`src/lbc_pkg.sv`:
```
// lbc_pkg: shared types and constants of the LRU block buffer cache.
// No dependencies.
`timescale 1ns / 1ps
package lbc_pkg;

	localparam int NUM_BUFFERS_DEF = 32;
	localparam int DEV_W = 8;
	localparam int BLK_W = 32;
	localparam int TAG_W = DEV_W + BLK_W;

	localparam logic [1:0] MODE_READ    = 2'd0;
	localparam logic [1:0] MODE_WRITE   = 2'd1;
	localparam logic [1:0] MODE_RELEASE = 2'd2;

	localparam logic [1:0] ST_OK      = 2'd0;
	localparam logic [1:0] ST_BUSY    = 2'd1;
	localparam logic [1:0] ST_NOFREE  = 2'd2;
	localparam logic [1:0] ST_NOTHELD = 2'd3;

	typedef enum logic [3:0] {
		S_INIT,
		S_IDLE,
		S_SCAN,
		S_ALLOC,
		S_REL_RD,
		S_REL_GET,
		S_SWEEP,
		S_REL_FIX,
		S_RESP
	} state_t;

endpackage

```
`src/lbc_if.sv`:
```
// lbc_req_if / lbc_rsp_if: valid/ready channels of the buffer cache.
// Depends on nothing.
`timescale 1ns / 1ps
interface lbc_req_if;
	logic        valid;
	logic        ready;
	logic [1:0]  mode;
	logic [7:0]  device;
	logic [31:0] block_number;
	logic [4:0]  buffer_index;
	modport source(output valid, mode, device, block_number, buffer_index, input ready);
	modport sink(input valid, mode, device, block_number, buffer_index, output ready);
endinterface

interface lbc_rsp_if;
	logic       valid;
	logic       ready;
	logic [1:0] status;
	logic [4:0] entry_index;
	logic       cache_hit;
	logic       fetch_needed;
	logic       write_out;
	modport source(output valid, status, entry_index, cache_hit, fetch_needed, write_out,
		input ready);
	modport sink(input valid, status, entry_index, cache_hit, fetch_needed, write_out,
		output ready);
endinterface

```
`src/lru_block_buffer_cache_top.sv`:
```
// Tag and recency engine of the block buffer cache, with tag/rank RAM.
// Depends on lbc_pkg and lbc_if.
//
// A read request scans the tag RAM entry by entry, one read per cycle; on
// a miss the least recent free entry is recycled. A release reads the
// entry's rank, then sweeps the whole RAM through its single read and write
// port to age newer entries. After reset the RAM ranks are loaded by a pass
// during which no item is accepted.
// Entry indexes on the ports are 5 bits wide.
`timescale 1ns / 1ps
module lru_block_buffer_cache_top
	import lbc_pkg::*;
#(
	parameter int NUM_BUFFERS = NUM_BUFFERS_DEF
) (
	input logic clk,
	input logic arst_n,
	lbc_req_if.sink req,
	lbc_rsp_if.source rsp
);

	localparam int IW = $clog2(NUM_BUFFERS);
	localparam int WW = TAG_W + IW;
	localparam logic [IW:0] LAST = (IW + 1)'(NUM_BUFFERS - 1);
	localparam logic [IW-1:0] TOP_RANK = IW'(NUM_BUFFERS - 1);

	state_t state_q, state_d;

	logic [WW-1:0] mem [NUM_BUFFERS];
	logic [WW-1:0] rdata_s1;
	logic          vld_s1;
	logic [IW-1:0] idx_s1;

	logic          mem_re, mem_we;
	logic [IW-1:0] mem_raddr, mem_waddr;
	logic [WW-1:0] mem_wdata;

	logic [IW:0]   cnt_q;
	logic [NUM_BUFFERS-1:0] present_q, busy_q, dvalid_q;

	logic [TAG_W-1:0] tag_q;
	logic [IW-1:0] bi_q;
	logic          found_q;
	logic [IW-1:0] vict_q, vict_rank_q, rel_rank_q;
	logic [TAG_W-1:0] rel_tag_q;

	logic [1:0] res_status_q;
	logic [4:0] res_idx_q;
	logic       res_hit_q, res_fetch_q, res_wr_q;

	logic       rsp_valid_q;

	logic          acc, held, match_s1, last_s1, resp_load;
	logic [IW-1:0] bi_idx, rank_s1;

	assign bi_idx   = IW'(req.buffer_index);
	assign held     = (32'(req.buffer_index) < NUM_BUFFERS) && busy_q[bi_idx];
	assign acc      = (state_q == S_IDLE) && req.valid;
	assign rank_s1  = rdata_s1[IW-1:0];
	assign match_s1 = vld_s1 && present_q[idx_s1] && (rdata_s1[WW-1:IW] == tag_q);
	assign last_s1  = ({1'b0, idx_s1} == LAST);
	assign resp_load = (state_q == S_RESP) && (!rsp_valid_q || rsp.ready);

	always_comb begin
		state_d = state_q;
		unique case (state_q)
			S_INIT:    if (cnt_q == LAST) state_d = S_IDLE;
			S_IDLE: begin
				if (req.valid) begin
					if (req.mode == MODE_READ) state_d = S_SCAN;
					else if (req.mode == MODE_RELEASE && held) state_d = S_REL_RD;
					else state_d = S_RESP;
				end
			end
			S_SCAN: begin
				if (match_s1) state_d = S_RESP;
				else if (vld_s1 && last_s1) state_d = S_ALLOC;
			end
			S_ALLOC:   state_d = S_RESP;
			S_REL_RD:  state_d = S_REL_GET;
			S_REL_GET: state_d = S_SWEEP;
			S_SWEEP:   if (vld_s1 && last_s1) state_d = S_REL_FIX;
			S_REL_FIX: state_d = S_RESP;
			S_RESP:    if (resp_load) state_d = S_IDLE;
			default:   state_d = S_INIT;
		endcase
	end

	always_comb begin
		req.ready = (state_q == S_IDLE);
		mem_re    = 1'b0;
		mem_raddr = cnt_q[IW-1:0];
		mem_we    = 1'b0;
		mem_waddr = cnt_q[IW-1:0];
		mem_wdata = {{TAG_W{1'b0}}, cnt_q[IW-1:0]};
		unique case (state_q)
			S_INIT:   mem_we = 1'b1;
			S_SCAN:   mem_re = (cnt_q <= LAST);
			S_ALLOC: begin
				mem_we    = found_q;
				mem_waddr = vict_q;
				mem_wdata = {tag_q, vict_rank_q};
			end
			S_REL_RD: begin
				mem_re    = 1'b1;
				mem_raddr = bi_q;
			end
			S_SWEEP: begin
				mem_re    = (cnt_q <= LAST);
				mem_we    = vld_s1 && (rank_s1 > rel_rank_q);
				mem_waddr = idx_s1;
				mem_wdata = {rdata_s1[WW-1:IW], rank_s1 - 1'b1};
			end
			S_REL_FIX: begin
				mem_we    = 1'b1;
				mem_waddr = bi_q;
				mem_wdata = {rel_tag_q, TOP_RANK};
			end
			default: ;
		endcase
	end

	always_ff @(posedge clk) begin
		if (mem_we) mem[mem_waddr] <= mem_wdata;
		if (mem_re) rdata_s1 <= mem[mem_raddr];
		idx_s1 <= mem_raddr;
	end

	always_ff @(posedge clk or negedge arst_n) begin
		if (!arst_n) begin
			state_q     <= S_INIT;
			cnt_q       <= '0;
			vld_s1      <= 1'b0;
			present_q   <= '0;
			busy_q      <= '0;
			dvalid_q    <= '0;
			found_q     <= 1'b0;
			rsp_valid_q <= 1'b0;
		end else begin
			state_q <= state_d;
			vld_s1  <= mem_re && (state_q == S_SCAN || state_q == S_SWEEP);
			if (state_q == S_INIT || ((state_q == S_SCAN || state_q == S_SWEEP) && mem_re))
				cnt_q <= cnt_q + 1'b1;
			else if (state_q != S_SCAN && state_q != S_SWEEP)
				cnt_q <= '0;
			if (acc) found_q <= 1'b0;
			if (state_q == S_SCAN && vld_s1 && !match_s1 && !busy_q[idx_s1]
				&& (!found_q || rank_s1 < vict_rank_q))
				found_q <= 1'b1;
			if (state_q == S_SCAN && match_s1 && !busy_q[idx_s1]) begin
				busy_q[idx_s1]   <= 1'b1;
				dvalid_q[idx_s1] <= 1'b1;
			end
			if (state_q == S_ALLOC && found_q) begin
				present_q[vict_q] <= 1'b1;
				busy_q[vict_q]    <= 1'b1;
				dvalid_q[vict_q]  <= 1'b1;
			end
			if (state_q == S_REL_FIX) busy_q[bi_q] <= 1'b0;
			if (resp_load) rsp_valid_q <= 1'b1;
			else if (rsp.ready) rsp_valid_q <= 1'b0;
		end
	end

	always_ff @(posedge clk) begin
		if (acc) begin
			tag_q        <= {req.device, req.block_number};
			bi_q         <= bi_idx;
			res_status_q <= ST_NOTHELD;
			res_idx_q    <= (req.mode == MODE_WRITE || req.mode == MODE_RELEASE)
				? req.buffer_index : 5'd0;
			res_hit_q    <= 1'b0;
			res_fetch_q  <= 1'b0;
			res_wr_q     <= 1'b0;
			if (req.mode == MODE_WRITE && held) begin
				res_status_q <= ST_OK;
				res_wr_q     <= 1'b1;
			end
			if (req.mode == MODE_RELEASE && held) res_status_q <= ST_OK;
		end
		if (state_q == S_SCAN && vld_s1 && !match_s1 && !busy_q[idx_s1]
			&& (!found_q || rank_s1 < vict_rank_q)) begin
			vict_q      <= idx_s1;
			vict_rank_q <= rank_s1;
		end
		if (state_q == S_SCAN && match_s1) begin
			res_status_q <= busy_q[idx_s1] ? ST_BUSY : ST_OK;
			res_idx_q    <= 5'(idx_s1);
			res_hit_q    <= 1'b1;
			res_fetch_q  <= !busy_q[idx_s1] && !dvalid_q[idx_s1];
		end
		if (state_q == S_ALLOC) begin
			res_status_q <= found_q ? ST_OK : ST_NOFREE;
			res_idx_q    <= found_q ? 5'(vict_q) : 5'd0;
			res_fetch_q  <= found_q;
		end
		if (state_q == S_REL_GET) begin
			rel_rank_q <= rank_s1;
			rel_tag_q  <= rdata_s1[WW-1:IW];
		end
		if (resp_load) begin
			rsp.status       <= res_status_q;
			rsp.entry_index  <= res_idx_q;
			rsp.cache_hit    <= res_hit_q;
			rsp.fetch_needed <= res_fetch_q;
			rsp.write_out    <= res_wr_q;
		end
	end

	assign rsp.valid = rsp_valid_q;

endmodule

```
`src/flat_wrapper.sv`:
```
// flat-port wrapper written by rule: the top's interface ports become plain ports
module lru_block_buffer_cache_top_flat import lbc_pkg::*;
#(
	parameter int NUM_BUFFERS = NUM_BUFFERS_DEF
)
  (clk, arst_n, req_valid, req_mode, req_device, req_block_number, req_buffer_index, req_ready, rsp_valid, rsp_status, rsp_entry_index, rsp_cache_hit, rsp_fetch_needed, rsp_write_out, rsp_ready);
  lbc_req_if req_i ();
  lbc_rsp_if rsp_i ();
  input logic clk;
  input logic arst_n;
  input wire logic [$bits(req_i.valid)-1:0] req_valid;
  input wire logic [$bits(req_i.mode)-1:0] req_mode;
  input wire logic [$bits(req_i.device)-1:0] req_device;
  input wire logic [$bits(req_i.block_number)-1:0] req_block_number;
  input wire logic [$bits(req_i.buffer_index)-1:0] req_buffer_index;
  output wire logic [$bits(req_i.ready)-1:0] req_ready;
  output wire logic [$bits(rsp_i.valid)-1:0] rsp_valid;
  output wire logic [$bits(rsp_i.status)-1:0] rsp_status;
  output wire logic [$bits(rsp_i.entry_index)-1:0] rsp_entry_index;
  output wire logic [$bits(rsp_i.cache_hit)-1:0] rsp_cache_hit;
  output wire logic [$bits(rsp_i.fetch_needed)-1:0] rsp_fetch_needed;
  output wire logic [$bits(rsp_i.write_out)-1:0] rsp_write_out;
  input wire logic [$bits(rsp_i.ready)-1:0] rsp_ready;
  assign req_i.valid = req_valid;
  assign req_i.mode = req_mode;
  assign req_i.device = req_device;
  assign req_i.block_number = req_block_number;
  assign req_i.buffer_index = req_buffer_index;
  assign req_ready = req_i.ready;
  assign rsp_valid = rsp_i.valid;
  assign rsp_status = rsp_i.status;
  assign rsp_entry_index = rsp_i.entry_index;
  assign rsp_cache_hit = rsp_i.cache_hit;
  assign rsp_fetch_needed = rsp_i.fetch_needed;
  assign rsp_write_out = rsp_i.write_out;
  assign rsp_i.ready = rsp_ready;
  lru_block_buffer_cache_top #(.NUM_BUFFERS(NUM_BUFFERS)) u_core (.clk(clk), .arst_n(arst_n), .req(req_i), .rsp(rsp_i));
endmodule
```
`config.mk`:
```
export PLATFORM = sky130hd
export DESIGN_NAME = lru_block_buffer_cache_top_flat
export DESIGN_NICKNAME = d
export VERILOG_FILES = /design/src/lbc_pkg.sv /design/src/lbc_if.sv /design/src/lru_block_buffer_cache_top.sv /design/src/flat_wrapper.sv
export SDC_FILE = /design/constraint.sdc
export NUM_CORES = 2
export LEC_CHECK = 0
export ABC_CLOCK_PERIOD_IN_PS = 13300
export BUFFER_PORTS_ARGS = -buffer_cell sky130_fd_sc_hd__buf_4
export CAP_MARGIN = 20
export CORE_ASPECT_RATIO = 1.2
export CORE_UTILIZATION = 30
export CTS_BUF_LIST = sky130_fd_sc_hd__clkbuf_16
export CTS_CLUSTER_SIZE = 24
export DETAILED_ROUTE_END_ITERATION = 10
export MAX_ROUTING_LAYER = met4
export PLACE_DENSITY_LB_ADDON = 0.12
export SKIP_LAST_GASP = 1
export SLEW_MARGIN = 30
export SYNTH_ARGS = -nofsm -noshare
export SYNTH_HDL_FRONTEND = slang
export SYNTH_SLANG_ARGS = --single-unit
```
`constraint.sdc`:
```
create_clock -name clk -period 13.3 [get_ports clk]
set_clock_uncertainty 0.1 [all_clocks]
set_input_delay 2.66 -clock clk [delete_from_list [all_inputs] [get_ports clk]]
set_output_delay 2.66 -clock clk [all_outputs]
set_load 0.03 [all_outputs]
```
==> impl_metrics.env <==
export IMPL_place_ws_ns=7.839
export IMPL_startpoint_type="flop"
export IMPL_power_density_nw_per_um2=202.3
export IMPL_cts_buffer_depth=3
export IMPL_routed_wl_um=217500
export IMPL_final_core_util_pct=34.96
export IMPL_num_vias=36460
export IMPL_cts_resized_gates=0
export IMPL_worstMarginPinSlew_ns=1.039
export IMPL_dp_cells=6736
export IMPL_hold_viol=0
export IMPL_cp_slowest_cell="buf_4"
export IMPL_synth_compound_area_share_pct=5.317
export IMPL_grt_pass1_vias=37310
export IMPL_tritoncts="built"
export IMPL_cts_buffers=184
export IMPL_finalCritPeriodShare_pct=40.77
export IMPL_critPathBufInv=3
export IMPL_max_cap_violations=0
export IMPL_synthMuxAreaShare_pct=10.11
export IMPL_p_leak_nw=26.02
export IMPL_multi_input_area_sq_um=15560
export IMPL_yosys_area_share_simple_pct=6.294
export IMPL_vias_per_cell=5.152
export IMPL_syn_nets=3871
export IMPL_yosysSeqAreaShare_pct=75.72
export IMPL_path_cells="nor4b_4, mux2i_4, buf_12, buf_12, buf_4, mux4_2, a22o_1, nor2_1, nand3_1"
export IMPL_design_area_sq_um=78040
export IMPL_synth_avg_cell_area_sq_um=17.70
export IMPL_layout_common_cells="edfxtp_1, nand2_1, mux4_2"
export IMPL_synth_xor_area_share_pct=0.5720
export IMPL_grt_overflow=0
export IMPL_ys_ff_latch=1719
export IMPL_synth_edff_count=1604
export IMPL_grt_usage_pct=19.76
export IMPL_cp_max_fo=112
export IMPL_peakVddDrop_uv=200.0
export IMPL_post_route_drc_count=0
export IMPL_postCtsSetupRepairBufs=0
export IMPL_start_util_pct=30.18
export IMPL_drtPass1Iterations=6
export IMPL_grt_first_pass_wirelength_um=302900
export IMPL_async_flop_share_pct=6.341
export IMPL_die_area_sq_um=226500
export IMPL_wire_per_inst_um=30.73
export IMPL_antenna_found_initial=3
export IMPL_syn_area_sq_um=67370
export IMPL_cts_root_buffer="clkbuf_16"
export IMPL_finish_net_count=4012
export IMPL_rsz0062_at_grt="no"
export IMPL_fillCellCount=21090
export IMPL_rows=190
export IMPL_cp_common_cell="buf_12"
export IMPL_cts_htree_levels=4
export IMPL_gp_congestion=0.8150
export IMPL_finalSetupTns_ns=0
export IMPL_drive_gt1_share_pct=19.85
export IMPL_die_h_um=521.1
export IMPL_final_common_cell="edfxtp_1"
export IMPL_drv_slew=0
export IMPL_dp_hpwl_um=115700
export IMPL_synth_ff_type="edfxtp_1"
export IMPL_yosysWarnings=0
export IMPL_area_growth_syn_to_layout_pct=15.83
export IMPL_cp_required_ns=13.78
export IMPL_io_pins=63
export IMPL_clock_sinks=1719
export IMPL_cp_data_arrival_time_ns=5.90
export IMPL_cts_hold_fix_buffers=0
export IMPL_synth_cell_types=70
export IMPL_seq_area_sq_um=51020
export IMPL_place_area_sq_um=72000
export IMPL_final_setup_viol_count=0
export IMPL_clk_pin_slew_ns=0.06
export IMPL_max_stage_delay_ns=0.73
export IMPL_die_x_um=434.6
export IMPL_fmax_mhz=184.4
export IMPL_core_sq_um=223200
export IMPL_portBuffers=62
export IMPL_fin_crit_ns=5.422
export IMPL_synth_adder_area_share_pct=0.2600
export IMPL_endpoint_kind="flop"
export IMPL_grt_max_degree=134
export IMPL_insertion_delay_ns=0.85
export IMPL_status="complete, no violations"
export IMPL_synthCells=3806
export IMPL_crit_family="buffers and inverters"
export IMPL_holdCritPathClass="flop to flop"
export IMPL_slew_headroom_pct=30.76
export IMPL_synth_top_family_by_area="multiplexers"
export IMPL_fin_cells=7078
export IMPL_setup_slack_ns=7.878
export IMPL_drtAntennaViolNets=0
export IMPL_crit_type="flop to flop"
export IMPL_drtIter0Drc=3728
-- sequential cells by signal, indices dropped and copies added, names as in the netlist, 4 cells and up --
register                flops
u_core.present_q           32
u_core.rdata_s1            45
u_core.busy_q              32
u_core.res_idx_q            5
u_core.state_q              4
u_core.rel_rank_q           5
u_core.vict_rank_q          5
u_core.rel_tag_q           40
u_core.vict_q               5
u_core.idx_s1               5
u_core.dvalid_q            32
u_core.bi_q                 5
u_core.tag_q               40
u_core.cnt_q                6
u_core.rsp.entry_index      5
u_core.mem               1440
-- path summary, 6_finish.rpt --
kind	startpoint	to	slack, ns	cells past startpoint
setup / recovery	u_core.state_q[2]	u_core.rdata_s1[26]	7.88	9
hold / removal	u_core.res_idx_q[4]	u_core.rsp.entry_index[4]	0.32	0
setup reg to reg	u_core.state_q[2]	u_core.rdata_s1[26]	7.88	9
hold reg to reg	u_core.res_idx_q[4]	u_core.rsp.entry_index[4]	0.32	0
max in group asynchronous	arst_n	u_core.cnt_q[2]	10.07	2
min in group asynchronous	arst_n	u_core.present_q[11]	1.80	1
-- cell type report --
class,count,share of cell area (%)
clock buffer,184,5.900
antenna,1,0.003207
sequential,1719,65.37
inverter,72,0.3736
multi-input combinational,1804,19.94
timing repair buffer,166,1.847
tap,2976,4.771
clock inverter,156,1.792
-- routing by layer --
layer / global-route usage (%) / wire length [um]
met5: - / 0
met4: 4.982 / 4906
met3: 2.225 / 8312
met2: 33.47 / 112000
met1: 25.17 / 92230
-- stage by stage --
stage / power [mW] / hold slack (ns)
global placement: 10.85 / 0.3005
floorplan: 9.276 / 0.3003
finish: 15.79 / 0.3155
CTS: 16.01 / 0.3146
detailed placement: 10.86 / 0.3045
global route: 16.43 / 0.3172
-- worst reg2reg max path, cell delays in order (launching register included) --
cell and delay (ns):
dfrtp_1 0.66, nor4b_4 0.61, mux2i_4 0.62, buf_12 0.48
buf_12 0.66, buf_4 0.93, mux4_2 0.61, a22o_1 0.25
nor2_1 0.15, nand3_1 0.09
-- synthesized netlist by cell type, types with 14 or more instances --
| cell type | count | area share [%] |
|---|---|---|
| nor2_1 | 137 | 0.76 |
| xnor2_1 | 42 | 0.55 |
| nor3_1 | 35 | 0.26 |
| nand4_1 | 26 | 0.24 |
| a22oi_1 | 29 | 0.32 |
| buf_1 | 28 | 0.16 |
| a22o_1 | 89 | 1.2 |
| ha_1 | 14 | 0.26 |
| a31oi_1 | 94 | 0.87 |
| or2_2 | 20 | 0.19 |
| mux2i_1 | 21 | 0.31 |
| o211ai_1 | 97 | 1.1 |
| inv_1 | 69 | 0.38 |
| edfxtp_1 | 1604 | 71 |
| o21ai_0 | 18 | 0.13 |
| or3_1 | 38 | 0.35 |
| a222oi_1 | 43 | 0.64 |
| a21oi_1 | 44 | 0.33 |
| dfrtp_1 | 109 | 4.0 |
| mux4_2 | 289 | 9.7 |
| nor2b_1 | 14 | 0.13 |
| buf_2 | 50 | 0.37 |
| clkbuf_1 | 128 | 0.71 |
| nand2b_1 | 15 | 0.14 |
| a21o_1 | 20 | 0.22 |
| nand2_1 | 458 | 2.6 |
| nand3_1 | 163 | 1.2 |
-- power by group --
group          total (mW)  internal (mW)  switching [mW]
clock network        5.14           2.90            2.24
registers            6.70           6.53           0.169
logic                3.95           1.36            2.58
-- cells by family after synthesis --
| family | after synthesis |
|---|---|
| DFF | 1719 |
| and+or+nand+nor | 946 |
| AOI/OAI and AO/OA | 482 |
| muxes | 318 |
| buffers and inverters | 283 |
| xor gates and xnor gates | 44 |
| adders and majority gates | 14 |
Power figures use the tool's default switching activity.
